<file path="src/rtl/chte_pkg.sv">
// chte_pkg: shared constants, operation and status codes, and the
// command/status structs between the controller and the datapath.
// no dependencies
package chte_pkg;

    localparam int NUM_BUCKETS_DEF = 256;
    localparam int CHAIN_WAYS_DEF  = 4;
    localparam int MIN_BUCKETS     = 16;
    localparam int CFG_W           = 9;
    localparam logic [CFG_W-1:0] BUCKET_COUNT_RESET = 9'd256;

    localparam int KEY_W   = 32;
    localparam int DATA_W  = 32;
    localparam int DIV_BITS  = 4;
    localparam int DIV_STEPS = KEY_W / DIV_BITS;
    localparam int STEP_W    = $clog2(DIV_STEPS);
    localparam int CNT_W     = 5;

    localparam logic [1:0] OP_ADD = 2'd0;
    localparam logic [1:0] OP_GET = 2'd1;
    localparam logic [1:0] OP_DEL = 2'd2;

    localparam logic [1:0] ST_OK        = 2'd0;
    localparam logic [1:0] ST_INVALID   = 2'd1;
    localparam logic [1:0] ST_NOT_FOUND = 2'd2;
    localparam logic [1:0] ST_FULL      = 2'd3;

    typedef struct packed {
        logic       in_ready;
        logic       load;
        logic       div_step;
        logic       clr_step;
        logic       base_load;
        logic       way_clr;
        logic       way_len;
        logic       way_inc;
        logic       rd_next;
        logic       kv_we;
        logic       kv_from_rd;
        logic       len_inc_we;
        logic       len_dec_we;
        logic       res_set;
        logic [1:0] res_status;
        logic       res_found;
        logic       out_load;
    } cmd_t;

    typedef struct packed {
        logic             in_valid;
        logic             out_busy;
        logic             div_done;
        logic             clr_done;
        logic [CNT_W-1:0] len;
        logic [CNT_W-1:0] way;
        logic             hit;
        logic             data_zero;
        logic [1:0]       op;
    } sts_t;

endpackage

</file>
<file path="src/rtl/chte_ctrl.sv">
// chte_ctrl: sequencer for clearing, bucket divide, chain scan, shift and result
// depends on chte_pkg
module chte_ctrl #(
    parameter int CHAIN_WAYS = chte_pkg::CHAIN_WAYS_DEF
) (
    input  logic           clk,
    input  logic           rst_n,
    input  chte_pkg::sts_t sts,
    output chte_pkg::cmd_t cmd
);
    import chte_pkg::*;

    localparam logic [3:0] S_CLEAR    = 4'd0;
    localparam logic [3:0] S_IDLE     = 4'd1;
    localparam logic [3:0] S_DIV      = 4'd2;
    localparam logic [3:0] S_LEN_RD   = 4'd3;
    localparam logic [3:0] S_DECIDE   = 4'd4;
    localparam logic [3:0] S_ADD_WR   = 4'd5;
    localparam logic [3:0] S_SCAN_RD  = 4'd6;
    localparam logic [3:0] S_SCAN_CMP = 4'd7;
    localparam logic [3:0] S_SH_CHK   = 4'd8;
    localparam logic [3:0] S_SH_RD    = 4'd9;
    localparam logic [3:0] S_SH_WR    = 4'd10;
    localparam logic [3:0] S_FIN      = 4'd11;

    localparam logic [CNT_W-1:0] WAYS = CNT_W'(CHAIN_WAYS);

    logic [3:0] state_reg;
    logic [3:0] state_next;

    always_ff @(posedge clk or negedge rst_n)
    begin
        if (!rst_n)
        begin
            state_reg <= S_CLEAR;
        end
        else
        begin
            state_reg <= state_next;
        end
    end

    always_comb
    begin
        cmd        = '0;
        state_next = state_reg;
        unique case (state_reg)
            S_CLEAR:
            begin
                cmd.clr_step = 1'b1;
                if (sts.clr_done)
                begin
                    state_next = S_IDLE;
                end
            end
            S_IDLE:
            begin
                cmd.in_ready = 1'b1;
                if (sts.in_valid)
                begin
                    cmd.load   = 1'b1;
                    state_next = S_DIV;
                end
            end
            S_DIV:
            begin
                cmd.div_step = 1'b1;
                if (sts.div_done)
                begin
                    state_next = S_LEN_RD;
                end
            end
            S_LEN_RD:
            begin
                cmd.base_load = 1'b1;
                state_next    = S_DECIDE;
            end
            S_DECIDE:
            begin
                if (sts.op == OP_ADD)
                begin
                    priority if (sts.data_zero)
                    begin
                        cmd.res_set    = 1'b1;
                        cmd.res_status = ST_INVALID;
                        state_next     = S_FIN;
                    end
                    else if (sts.len >= WAYS)
                    begin
                        cmd.res_set    = 1'b1;
                        cmd.res_status = ST_FULL;
                        state_next     = S_FIN;
                    end
                    else
                    begin
                        cmd.way_len = 1'b1;
                        state_next  = S_ADD_WR;
                    end
                end
                else
                begin
                    cmd.way_clr = 1'b1;
                    if (sts.len == '0)
                    begin
                        cmd.res_set    = 1'b1;
                        cmd.res_status = ST_NOT_FOUND;
                        state_next     = S_FIN;
                    end
                    else
                    begin
                        state_next = S_SCAN_RD;
                    end
                end
            end
            S_ADD_WR:
            begin
                cmd.kv_we      = 1'b1;
                cmd.len_inc_we = 1'b1;
                cmd.res_set    = 1'b1;
                cmd.res_status = ST_OK;
                state_next     = S_FIN;
            end
            S_SCAN_RD:
            begin
                state_next = S_SCAN_CMP;
            end
            S_SCAN_CMP:
            begin
                priority if (sts.hit && sts.op == OP_DEL)
                begin
                    state_next = S_SH_CHK;
                end
                else if (sts.hit)
                begin
                    cmd.res_set    = 1'b1;
                    cmd.res_status = ST_OK;
                    cmd.res_found  = 1'b1;
                    state_next     = S_FIN;
                end
                else if (sts.way + CNT_W'(1) == sts.len)
                begin
                    cmd.res_set    = 1'b1;
                    cmd.res_status = ST_NOT_FOUND;
                    state_next     = S_FIN;
                end
                else
                begin
                    cmd.way_inc = 1'b1;
                    state_next  = S_SCAN_RD;
                end
            end
            S_SH_CHK:
            begin
                if (sts.way + CNT_W'(1) < sts.len)
                begin
                    state_next = S_SH_RD;
                end
                else
                begin
                    cmd.len_dec_we = 1'b1;
                    cmd.res_set    = 1'b1;
                    cmd.res_status = ST_OK;
                    state_next     = S_FIN;
                end
            end
            S_SH_RD:
            begin
                cmd.rd_next = 1'b1;
                state_next  = S_SH_WR;
            end
            S_SH_WR:
            begin
                cmd.kv_we      = 1'b1;
                cmd.kv_from_rd = 1'b1;
                cmd.way_inc    = 1'b1;
                state_next     = S_SH_CHK;
            end
            S_FIN:
            begin
                if (!sts.out_busy)
                begin
                    cmd.out_load = 1'b1;
                    state_next   = S_IDLE;
                end
            end
            default:
            begin
                state_next = S_CLEAR;
            end
        endcase
    end

`ifndef SYNTH
    a_no_accept_in_clear: assert property (@(posedge clk) disable iff (!rst_n)
        state_reg == S_CLEAR |-> !cmd.in_ready)
        else $error("request taken during clearing pass");
    a_write_in_chain: assert property (@(posedge clk) disable iff (!rst_n)
        cmd.kv_we |-> sts.way < WAYS)
        else $error("chain write beyond last way");
    a_dec_nonempty: assert property (@(posedge clk) disable iff (!rst_n)
        cmd.len_dec_we |-> sts.len != '0)
        else $error("delete on empty chain");
    a_result_follows_set: assert property (@(posedge clk) disable iff (!rst_n)
        cmd.res_set |=> state_reg == S_FIN)
        else $error("result set outside finish path");
`endif

endmodule

</file>
<file path="config.mk">
export PLATFORM = sky130hd
export DESIGN_NAME = chte_ctrl
export DESIGN_NICKNAME = d
export VERILOG_FILES = /design/src/rtl/chte_pkg.sv /design/src/rtl/chte_ctrl.sv
export SDC_FILE = /design/constraint.sdc
export NUM_CORES = 1
export LEC_CHECK = 0
export BUFFER_PORTS_ARGS = -buffer_cell sky130_fd_sc_hd__buf_2
export CAP_MARGIN = 20
export CORE_MARGIN = 3
export CORE_UTILIZATION = 49
export DETAILED_ROUTE_END_ITERATION = 7
export GPL_TIMING_DRIVEN = 1
export PLACE_DENSITY = 0.85
export REMOVE_ABC_BUFFERS = 1
export SLEW_MARGIN = 20
export SYNTH_ARGS = -nofsm -noshare
export SYNTH_HDL_FRONTEND = slang
export SYNTH_SLANG_ARGS = --single-unit
</file>
<file path="constraint.sdc">
create_clock -name clk -period 3.45 [get_ports clk]
set_input_delay 0.345 -clock clk [delete_from_list [all_inputs] [get_ports clk]]
set_output_delay 0.345 -clock clk [all_outputs]
set_load 0.005 [all_outputs]
</file>
Yosys cells after proc, flatten, opt, wreduce, memory -nomap -nowiden
Index checks and enable logic that the tools add are counted.

Mux-type cells: 45. Equal/unequal tests: 17. Reduce and logical (&&, ||, !) cells: 6. Add/subtract/negate cells: 1. Magnitude comparators: 2.

Operator list (count): 4-bit 2-to-1 mux (13); 4-bit case mux with 12 select lines (1); 1-bit 2-to-1 mux (20); 3-bit 2-to-1 mux (6); 4-bit by 3-bit == test with 1-bit output, second input constant (4); 4-bit == test, second input constant (4); 3-bit case mux with 4 select lines (1); 4-bit by 2-bit == test with 1-bit output, second input constant (2); 2-bit inequality test, second input constant (4); 2-bit 2-to-1 mux (3); 5-bit by 1-bit adder with 5-bit output, second input constant (1); 5-bit == test (1); 5-bit by 3-bit greater-or-equal comparator with 1-bit output, second input constant (1); 5-bit logical NOT (1); 5-bit less-than comparator (1); 4-bit by 1-bit == test with 1-bit output, second input constant (1); 4-bit logical NOT (1); 4-bit AND reduction (1); 2-bit == test, second input constant (1); 2-bit logical NOT (1); 1-bit case mux with 2 select lines (1); 2-bit OR reduction (1); 1-bit logical AND (1).

Input port bits: 20. Register bits: 4. Logic and storage cells: 72.

Depth between registers and ports, before layout
Gate-level depths: netlist of the first run.

Word-level depth: 6. Gate-level depth with buffers: 9. Mapped depth without buffers: 9.

Least setup slack after synthesis of the first run
OpenSTA, ideal clock, no wires.

Path type: input port to output port. Start point: input port sts[4] (netlist name). End point: output port cmd[4] (netlist name). Arrival: 1.866 ns. Required time: 3.105 ns. Path slack: 1.239 ns. Stages: 8. Path through: ha_1 -> nand3_1 -> xnor2_1 -> ha_1 -> and3_1 -> o21ai_0 -> a2111oi_2 -> or3b_1.

RTL lines: from (decl) (line chte_ctrl.sv:8) `input chte_pkg::sts_t sts,`; to (decl) (line chte_ctrl.sv:9) `output chte_pkg::cmd_t cmd`.

==> results by group, run 1 <==
Place
  • Port Buffers: 37
  • DP HPWL: 1628 µm
  • Setup WS pre-CTS: 0.9518 ns
  • Global placement routability congestion: 0.8274
  • Post-Place Cells: 151

Power and ir drop
  • Peak supply drop: 0.2737 mV
  • P_leak: 0.5044 nW
  • Power density over the cells: 549.4 nW/µm²

Synth
  • Post-Synthesis Cells: 104
  • Post-synthesis cell type count: 40
  • Seq/Total Area, Yosys: 13.05%
  • Mean Syn Cell Area: 7.375 µm²
  • Yosys warnings: 0
  • Async set or reset register ratio after synthesis: 100.0%
  • Post-synth EDFFs: 0
  • Synth Flop Type: dfrtp_1
  • Synthesized area: 767.0 µm²
  • Yosys reg bits: 4

Cells and area
  • N_diodes: 0
  • Fill cells: 131
  • Highest-count cells in the layout ignoring fill and taps: buf_2 (37), nor2_1 (11), inv_1 (8)
  • Number of flip-flops in the largest register: 4
  • Fraction of layout cells with a size suffix above 1: 36.43%
  • Area Overhead vs Synth: 26.92%
  • Nets: 168
  • Register Area: 100.1 µm²
  • Area of the multi-input gates: 606.8 µm²
  • Commonest non-fill, non-tap cell in the layout: buf_2
  • Post-Layout Cell Count: 155

Floorplanning
  • Row count: 13
  • Die height: 45.57 µm
  • # IOs: 38
  • Core Box Area: 1383 µm²
  • Initial Util: 55.48%
  • Die X: 45.57 µm
  • Die area: 2076 µm²

Worst setup path
  • Worst Setup SP: sts[4]
  • Crit-path max FO: 3
  • Reg2reg setup slack: 1.73 ns
  • CP Capture Type: output port
  • Critical path class: input port to output port
  • Worst EP required: 3.11 ns
  • FF-to-FF Start: state_reg[3]
  • CP startpoint kind: input port
  • Data arrival, critical path: 2.16 ns

Clock network
  • Post_cts resized: 0
  • Longest Clk Path Bufs: 2
  • Clock slew at reported path FFs: 0.04 ns
  • Clock Tree Root: clkbuf_4
  • CTS buffer count: 3
  • Worst-Skew Late Latency: 0.24 ns
  • Max H-tree Level: 1
  • TritonCTS Sinks: 4
  • CTS tree: built

Run status
  • Outcome: completed

GRT
  • Vias in the first global route: 831
  • Total gr overflow: 0
  • Largest net degree at the start of global routing: 16
  • First-pass GRT wire length: 3353 µm
  • Initial antenna violation count: 0
  • All-Layer GR Usage: 21.38%

Routing
  • Post-Route WL: 1980 µm
  • Initial DRT Pass Iterations: 4
  • Residual DRC: 0
  • Detail-routed via count per cell: 5.806
  • Detailed-route via count: 900
  • Final ANT Viol Nets: 0
  • WL per Instance: 12.77 µm
  • Initial DRC count: 15

Timing
  • Setup Skew: 0.001243 ns
  • Achievable clock frequency: 0.3996 GHz
  • Post-route setup slack: 0.9476 ns
  • Setup TNS Final: 0 ns
  • Endpoints failing setup: 0
  • Relative max-transition margin: 66.32%
  • Hold Fails Final Rpt: 0
  • Worst-Margin Slew: 0.5052 ns
  • Final Max Tran Viols: 0
  • RSZ-0062 raised after global routing: false
  • Min Tclk post-route: 2.502 ns
  • Part of the cycle the worst path needs: 72.53%
  • Hold WS: 0.4447 ns

Flow run
  • Max cap viols: 0

Worst hold path
  • Worst hold path type: input port to asynchronous set/reset pin
worst paths after layout:
check | end | cells after the start
setup / recovery | cmd[4] | 10
setup reg to reg | state_reg[0] | 5
max in group asynchronous | state_reg[0] | 2
min in group clk | state_reg[3] | 4
hold / removal | state_reg[1] | 2
hold reg to reg | state_reg[2] | 1
layer usage:
metal	vias up	share of wire [%]	global-route usage [%]
li1	451	-	-
met1	422	44	26.53
met2	23	50	37.33
met3	4	4.4	1.581
met4	0	1.6	8.772
met5	-	0	0
repair_timing:
action | CTS | global route
hold endpoints to repair | 4 | 0
hold buffers | 1 | 0
setup buffers | 0 | 0
cell type report:
type | count | share of cell area, %
Clock buffer | 3 | 2.314
Inverter | 8 | 3.085
Tap cell | 15 | 1.928
Timing Repair Buffer | 38 | 20.05
Sequential cell | 4 | 10.28
Multi-Input combinational cell | 87 | 62.34
critical path, cell delays in order:
cell and delay (ns):
buf_2 0.10, ha_1 0.19, nand3_1 0.11, xnor2_1 0.14
ha_1 0.28, and3_1 0.16, o21ai_0 0.10, a2111oi_2 0.45
or3b_1 0.17, buf_2 0.10
synthesized netlist by cell type (2+ instances only):
cell	number	area, µm²
ha_1	6	75.07
dfrtp_1	4	100.1
nand2_1	4	15.01
a21oi_1	6	30.03
o21ai_0	4	20.02
buf_2	3	15.01
inv_1	8	30.03
xnor2_1	2	17.52
or3_1	3	18.77
nor2_1	11	41.29
nor2b_1	4	25.02
a211oi_1	2	15.01
nor3_1	7	35.03
nand2_2	2	12.51
nor4_1	4	25.02
mux2i_1	2	20.02
nand3_1	4	20.02
or2_2	2	12.51
nand2b_1	5	31.28
metrics by stage:
step	cell area (µm²)	total power (W)	util (%)
after global routing	973.4	0.0005910	70.41
after global placement	940.9	0.0004689	68.05
after floorplan	737.0	0.0003579	-
after detailed placement	940.9	0.0004754	68.05
final	973.4	0.0005348	70.41
after CTS	973.4	0.0005385	70.41
kinds of logic after synthesis:
logic type,after synthesis,synth area share (%)
and+or+nand+nor,54,40.78
AOI/OAI and AO/OA,22,22.51
xor gates and xnor gates,3,3.426
DFF,4,13.05
muxes,2,2.610
buffers and inverters,13,7.829
adders and majority gates,6,9.788
power breakdown:
part           switching, W  internal [W]
Clock             0.0000201     0.0000390
Combinational      0.000156      0.000164
Sequential        0.0000871     0.0000687
Total              0.000263      0.000271
(Power assumes the default switching activity.)
==> run 2: changes to the inputs <==
- ABC_AREA: default -> 1
- CORE_UTILIZATION: 49 -> 45
- PLACE_DENSITY: 0.85 -> 0.79
- clock period: 3.45 -> 2.5 ns (I/O delays scaled with it)
==> run 2 against run 1 <==
Effect of this change: critical path depth rose by 3; register-to-register slack worse by 0.58 ns; combinational power up 62%; global-route usage down 1.1 points; clock power rose by 46%; synthesized cell count increased by 25%; worst hold slack got worse by 0.12 ns; utilization shrank 6.0 points; wire length grew 4.0%; largest cell class unchanged.
==> results by group, run 2 <==
Power and ir drop
  • Peak supply drop: 0.3410 mV (was 0.2737 mV)
  • Comb pwr share: 68.9% (was 59.8%)
  • Total Power: 0.0007510 W (was 0.0005348 W)
  • P_leak: 0.6383 nW (was 0.5044 nW)
  • Net Sw Power: 0.0004046 W (was 0.0002634 W)
  • Flop pwr share: 19.6% (was 29.1%)
  • Clk pwr share: 11.4% (was 11.0%)
  • Sw Ratio: 53.88% (was 49.25%)
  • Cell-internal power: 0.0003464 W (was 0.0002714 W)
  • Power density over the cells: 747.5 nW/µm² (was 549.4 nW/µm²)

Cells and area
  • Fraction of layout cells with a size suffix above 1: 36.26% (was 36.43%)
  • N_diodes: 0 (unchanged)
  • Nets: 199 (was 168)
  • Highest-count cells in the layout ignoring fill and taps: buf_2 (37), nand2_1 (30), inv_1 (24) (was buf_2 (37), nor2_1 (11), inv_1 (8))
  • Commonest non-fill, non-tap cell in the layout: buf_2 (unchanged)
  • Area Overhead vs Synth: 30.99% (was 26.92%)
  • Number of flip-flops in the largest register: 4 (unchanged)
  • Core Util, Final: 64.45% (was 70.41%)

Worst setup path
  • Crit-path max FO: 4 (was 3)
  • FF-to-FF Start: state_reg[3] (unchanged)
  • Worst Setup SP: sts[4] (unchanged)
  • Reg2reg setup slack: 1.15 ns (was 1.73 ns)
  • CP startpoint kind: input port (unchanged)
  • CP Buf/Inv Count: 3 (was 2)
  • Data arrival, critical path: 1.93 ns (was 2.16 ns)
  • Critical path class: input port to output port (unchanged)
  • CP cell instances: buf_2 > ha_1 > nand3_1 > xor2_1 > inv_1 > ha_1 > nand2_1 > nor2_1 > nand2_1 > nand2_1 > nand2_2 > nand4_1 > buf_2 (was buf_2 > ha_1 > nand3_1 > xnor2_1 > ha_1 > and3_1 > o21ai_0 > a2111oi_2 > or3b_1 > buf_2)
  • Cell mode on critical path: nand2_1
  • CP peak stage delay: 0.29 ns (was 0.45 ns)
  • CP Capture Type: output port (unchanged)
  • CP top delay family: simple AND/OR/NAND/NOR gates (was compound AO/OA/AOI/OAI gates)
  • Crit path max-delay cell type: ha_1 (was a2111oi_2)
  • Worst EP required: 2.25 ns (was 3.11 ns)

Synth
  • Post-synthesis cell type count: 26 (was 40)
  • Most frequent cell after synthesis: nand2_1 (was nor2_1)
  • Async set or reset register ratio after synthesis: 100.0% (unchanged)
  • Area contributors post-synth: nand2_1 (15%), dfrtp_1 (13%), inv_1 (12%) (was dfrtp_1 (13%), ha_1 (9.8%), nor2_1 (5.4%))
  • Synth top area share: 14.68% (was 13.05%)
  • Largest area contributor in the netlist: nand2_1 (was dfrtp_1)
  • Top cell types by occurrence after synthesis: nand2_1 (30), inv_1 (24), nor2_1 (19), nand3_1 (8), ha_1 (6) (was nor2_1 (11), inv_1 (8), nor3_1 (7), a21oi_1 (6), ha_1 (6))
  • Yosys reg bits: 4 (unchanged)
  • Seq/Total Area, Yosys: 13.05% (unchanged)
  • Synthesized area: 767.0 µm² (unchanged)
  • Proportion of synthesized area in mux cells: 0% (was 2.610%)
  • Main combinational cell family by area after synthesis: simple AND/OR/NAND/NOR gates (unchanged)
  • Compound-cell area share of the yosys netlist: 11.42% (was 22.51%)
  • Mean Syn Cell Area: 5.900 µm² (was 7.375 µm²)
  • Post-synth EDFFs: 0 (unchanged)
  • Synth Area in Simple Gates: 46.98% (was 40.78%)
  • Post-Synthesis Cells: 130 (was 104)
  • Synth Area in Adders: 9.788% (unchanged)
  • Synth Flop Type: dfrtp_1 (unchanged)
  • Yosys warnings: 0 (unchanged)
  • Area share of xor/xnor cells in the synthesized design: 3.426% (unchanged)

Clock network
  • CTS buffer count: 3 (unchanged)
  • Post_cts resized: 0 (unchanged)
  • CTS tree: built (unchanged)
  • Longest Clk Path Bufs: 2 (unchanged)
  • Setup bufs post-CTS: 0 (unchanged)
  • Clock Tree Root: clkbuf_4 (unchanged)
  • Worst-Skew Late Latency: 0.24 ns (about the same)
  • Hold Buf Count CTS: 1 (unchanged)
  • Max H-tree Level: 1 (unchanged)
  • TritonCTS Sinks: 4 (unchanged)
  • Clock slew at reported path FFs: 0.04 ns (about the same)

GRT
  • Largest net degree at the start of global routing: 8 (was 16)
  • All-Layer GR Usage: 20.32% (was 21.38%)
  • Total gr overflow: 0 (unchanged)
  • Vias in the first global route: 843 (was 831)
  • First-pass GRT wire length: 3325 µm (was 3353 µm)
  • Initial antenna violation count: 0 (unchanged)

Floorplanning
  • Row count: 14 (was 13)
  • # IOs: 38 (unchanged)
  • Die X: 47.29 µm (was 45.57 µm)
  • Core Box Area: 1559 µm² (was 1383 µm²)
  • Die height: 47.29 µm (was 45.57 µm)
  • Die area: 2236 µm² (was 2076 µm²)
  • Initial Util: 49.20% (was 55.48%)

Routing
  • Detail-routed via count per cell: 4.968 (was 5.806)
  • WL per Instance: 11.01 µm (was 12.77 µm)
  • Initial DRC count: 20 (was 15)
  • Final ANT Viol Nets: 0 (unchanged)
  • Post-Route WL: 2059 µm (was 1980 µm)
  • Residual DRC: 0 (unchanged)
  • Initial DRT Pass Iterations: 4 (unchanged)
  • Detailed-route via count: 929 (was 900)

Place
  • Setup WS pre-CTS: 0.3322 ns (was 0.9518 ns)
  • Global placement routability congestion: 0.8367 (was 0.8274)
  • Port Buffers: 37 (unchanged)
  • DP HPWL: 1775 µm (was 1628 µm)

Flow run
  • Max cap viols: 0 (unchanged)

Timing
  • Part of the cycle the worst path needs: 87.10%
  • Relative max-transition margin: 83.15% (was 66.32%)
  • Setup Skew: 0.001452 ns (was 0.001243 ns)
  • Post-route setup slack: 0.3226 ns (was 0.9476 ns)
  • Hold Fails Final Rpt: 0 (unchanged)
  • Final Max Tran Viols: 0 (unchanged)
  • Hold WS: 0.3245 ns (was 0.4447 ns)
  • Achievable clock frequency: 0.4593 GHz
  • Worst-Margin Slew: 0.2520 ns (was 0.5052 ns)
  • RSZ-0062 raised after global routing: false (unchanged)
  • Setup TNS Final: 0 ns (unchanged)
  • Endpoints failing setup: 0 (unchanged)
  • Min Tclk post-route: 2.177 ns

Worst hold path
  • Worst hold path startpoint: sts[17]
  • Worst hold path type: input port to flop (was input port to asynchronous set/reset pin)

Run status
  • Outcome: completed (unchanged)
run 2: cell types whose count changed in the layout (fill, tap and decap cells not counted), moves of 3 or more:
cell / previous run / this run
nand3_1: 4 / 8
nor2_4: 0 / 3
nor3_1: 7 / 1
nand2_1: 4 / 30
nor2b_1: 4 / 0
nor2_2: 0 / 3
inv_1: 8 / 24
inv_2: 0 / 5
or3_1: 3 / 0
nand2b_1: 5 / 0
nor4_1: 4 / 0
nor2_1: 11 / 19
run 2: routing by layer:
layer / routed length, µm / vias to the layer above / track usage, % / share of wire (%)
met5: 0 / - / 0 / 0
met4: 15 / 0 / 4.972 / 0.73
met3: 83 / 3 / 2.682 / 4.0
met2: 1062 / 27 / 36.90 / 52
met1: 897 / 415 / 24.83 / 44
li1: - / 484 / - / -
run 2: worst paths after layout:
path | end | cells past startpoint
max | cmd[4] | 13
min | state_reg[0] | 4
max reg2reg | state_reg[1] | 6
min reg2reg | state_reg[1] | 2
max in group asynchronous | state_reg[1] | 2
min in group asynchronous | state_reg[0] | 2
run 2: metrics by stage:
stage	area [µm²]	cells
6_report	1005	187
5_1_grt	1005	187
4_1_cts	1005	187
3_5_place_dp	972.2	183
3_3_place_gp	972.2	183
2_1_floorplan	767.0	130
run 2: logic make-up after synthesis:
family	Yosys count
simple gates	74
fa+ha+maj	6
flops	4
compound gates	13
xor+xnor	3
buf+inv	30
run 2: power by group through the flow:
stage               registers [W]  logic (W)  clock network (W)
floorplan                0.000136   0.000368                  0
global placement         0.000145   0.000498                  0
detailed placement       0.000148   0.000515                  0
CTS                      0.000147   0.000519          0.0000843
global route             0.000153   0.000588          0.0000882
finish                   0.000147   0.000518          0.0000860
run 2: final cells by class:
cell class / count / area [µm²]
repair buffers: 38 / 195.2
flip-flops and latches: 4 / 100.1
well taps: 16 / 20.02
fillers: 155 / 554.3
inverters: 30 / 117.6
clock buffers: 3 / 22.52
multi-input cells: 96 / 549.3
run 2: worst min-delay path: stages:
cell and delay [ns]:
buf_2 0.10, o21ai_2 0.07, inv_1 0.06, nand2_1 0.05
==> run 3: changes to the inputs <==
- CORE_UTILIZATION: 45 -> 47
- CTS_BUF_LIST: default -> sky130_fd_sc_hd__clkbuf_8
- PLACE_DENSITY: 0.79 -> 0.82
==> run 3 against run 2 <==
Effect of this change: clock skew is 0.00063 ns lower; sequential power about the same; combinational power hardly changed; clock power is 57% higher; critical path type unchanged; largest power group unchanged.
==> results by group, run 3 (same netlist as run 2, synthesis figures left out) <==
Run status
  • Outcome: completed (unchanged)

Clock network
  • CTS tree: built (unchanged)
  • Setup bufs post-CTS: 0 (unchanged)
  • Clock Tree Root: clkbuf_8 (was clkbuf_4)
  • Longest Clk Path Bufs: 2 (unchanged)
  • Clock slew at reported path FFs: 0.03 ns (was 0.04 ns)
  • Worst-Skew Late Latency: 0.22 ns (was 0.24 ns)
  • CTS buffer count: 3 (unchanged)
  • TritonCTS Sinks: 4 (unchanged)
  • Max H-tree Level: 1 (unchanged)

Routing
  • Post-Route WL: 1912 µm (was 2059 µm)
  • Detailed-route via count: 916 (was 929)
  • Residual DRC: 0 (unchanged)
  • Initial DRT Pass Iterations: 4 (unchanged)
  • Detail-routed via count per cell: 4.925 (was 4.968)
  • Final ANT Viol Nets: 0 (unchanged)
  • WL per Instance: 10.28 µm (was 11.01 µm)
  • Initial DRC count: 23 (was 20)

GRT
  • Total gr overflow: 0 (unchanged)
  • Vias in the first global route: 807 (was 843)
  • First-pass GRT wire length: 3077 µm (was 3325 µm)
  • All-Layer GR Usage: 20.22% (was 20.32%)
  • Largest net degree at the start of global routing: 8 (unchanged)
  • Initial antenna violation count: 0 (unchanged)

Timing
  • Post-route setup slack: 0.3397 ns (was 0.3226 ns)
  • Part of the cycle the worst path needs: 86.41% (was 87.10%)
  • Endpoints failing setup: 0 (unchanged)
  • Min Tclk post-route: 2.160 ns (was 2.177 ns)
  • Relative max-transition margin: 83.76% (was 83.15%)
  • Setup TNS Final: 0 ns (unchanged)
  • Hold WS: 0.3537 ns (was 0.3245 ns)
  • Hold Fails Final Rpt: 0 (unchanged)
  • Final Max Tran Viols: 0 (unchanged)
  • Setup Skew: 0.0008261 ns (was 0.001452 ns)
  • Achievable clock frequency: 0.4629 GHz (was 0.4593 GHz)
  • Worst-Margin Slew: 0.2428 ns (was 0.2520 ns)
  • RSZ-0062 raised after global routing: false (unchanged)

Worst setup path
  • CP startpoint kind: input port (unchanged)
  • Crit path max-delay cell type: ha_1 (unchanged)
  • CP Capture Type: output port (unchanged)
  • Worst EP required: 2.25 ns (about the same)
  • Crit-path max FO: 4 (unchanged)
  • CP peak stage delay: 0.29 ns (about the same)
  • CP cell instances: buf_2 > ha_1 > nand3_1 > xor2_1 > inv_1 > ha_1 > nand2_1 > nor2_1 > nand2_1 > nand2_1 > nand2_2 > nand4_1 > buf_2 (unchanged)
  • Critical path class: input port to output port (unchanged)
  • Cell mode on critical path: nand2_1 (unchanged)
  • Data arrival, critical path: 1.91 ns (was 1.93 ns)

Place
  • Global placement routability congestion: 0.8860 (was 0.8367)
  • Post-Place Cells: 182 (was 183)
  • Setup WS pre-CTS: 0.3439 ns (was 0.3322 ns)
  • Port Buffers: 37 (unchanged)
  • DP HPWL: 1678 µm (was 1775 µm)

Cells and area
  • Post-Layout Cell Count: 186 (was 187)
  • Highest-count cells in the layout ignoring fill and taps: buf_2 (37), nand2_1 (30), inv_1 (24) (unchanged)
  • Area Overhead vs Synth: 33.28% (was 30.99%)
  • Nets: 199 (unchanged)
  • Number of flip-flops in the largest register: 4 (unchanged)
  • Fill cells: 129 (was 155)
  • Core Util, Final: 72.24% (was 64.45%)
  • Commonest non-fill, non-tap cell in the layout: buf_2 (unchanged)
  • Fraction of layout cells with a size suffix above 1: 36.26% (unchanged)
  • N_diodes: 0 (unchanged)

Power and ir drop
  • P_leak: 0.6461 nW (was 0.6383 nW)
  • Peak supply drop: 0.5829 mV (was 0.3410 mV)
  • Power density over the cells: 783.3 nW/µm² (was 747.5 nW/µm²)
  • Clk pwr share: 16.8% (was 11.4%)
  • Flop pwr share: 18.2% (was 19.6%)
  • Net Sw Power: 0.0004058 W (was 0.0004046 W)
  • Comb pwr share: 64.9% (was 68.9%)
  • Cell-internal power: 0.0003949 W (was 0.0003464 W)
  • Sw Ratio: 50.68% (was 53.88%)

Flow run
  • Max cap viols: 0 (unchanged)

Floorplanning
  • Die height: 46.40 µm (was 47.29 µm)
  • Die X: 46.40 µm (was 47.29 µm)
  • # IOs: 38 (unchanged)
  • Row count: 13 (was 14)
  • Initial Util: 54.20% (was 49.20%)
  • Die area: 2153 µm² (was 2236 µm²)
  • Core Box Area: 1415 µm² (was 1559 µm²)

Worst hold path
  • Worst hold path type: input port to flop (unchanged)
[run 3: per-layer routing]
layer  part of all wire (%)  vias up  track usage (%)
met4                   0.89        0            11.93
met1                     44      393            25.12
met2                     48       32            33.79
met3                    6.6        2            1.172
met5                      0        -                0
li1                       -      489                -
[run 3: repair_timing]
| action | in CTS | in global routing |
|---|---|---|
| gates resized for setup | 0 | 0 |
| hold buffers | 1 | 0 |
| endpoints found under the hold margin | 4 | 0 |
[run 3: worst paths after layout]
path / slack, ns / from / end / depth (start not counted)
worst max-delay path: 0.34 / sts[4] / cmd[4] / 13
worst min-delay path: 0.35 / sts[17] / state_reg[0] / 4
worst max register to register: 1.20 / state_reg[3] / state_reg[0] / 6
worst min register to register: 0.66 / state_reg[1] / state_reg[1] / 2
max in group asynchronous: 2.02 / rst_n / state_reg[2] / 2
min in group asynchronous: 0.37 / rst_n / state_reg[0] / 2
[run 3: layout make-up]
class | instances | area (µm²) | area share, %
multi-input combinational | 96 | 549.3 | 53.73
inverter | 30 | 117.6 | 11.51
clock buffer | 3 | 41.29 | 4.039
sequential | 4 | 100.1 | 9.792
timing repair buffer | 38 | 195.2 | 19.09
tap | 15 | 18.77 | 1.836
[run 3: critical path: cells and delay by family]
family                   cells  cell delay (ns)
XOR/XNOR                     1             0.16
adder cells (fa/ha/maj)      2             0.51
buffers and inverters        3             0.30
AND/OR/NAND/NOR              7             0.71
[run 3: power by group through the flow]
stage	clock network, W	registers, W	logic (W)
2_1_floorplan	0	0.000136	0.000368
3_3_place_gp	0	0.000142	0.000504
3_5_place_dp	0	0.000144	0.000518
4_1_cts	0.000138	0.000144	0.000521
5_1_grt	0.000145	0.000150	0.000590
6_report	0.000135	0.000146	0.000520
[run 3: metrics by stage]
step	area [µm²]	total power, W
after floorplan	767.0	0.0005041
after global placement	970.9	0.0006465
after detailed placement	970.9	0.0006628
after CTS	1022	0.0008031
after global routing	1022	0.0008850
final	1022	0.0008007
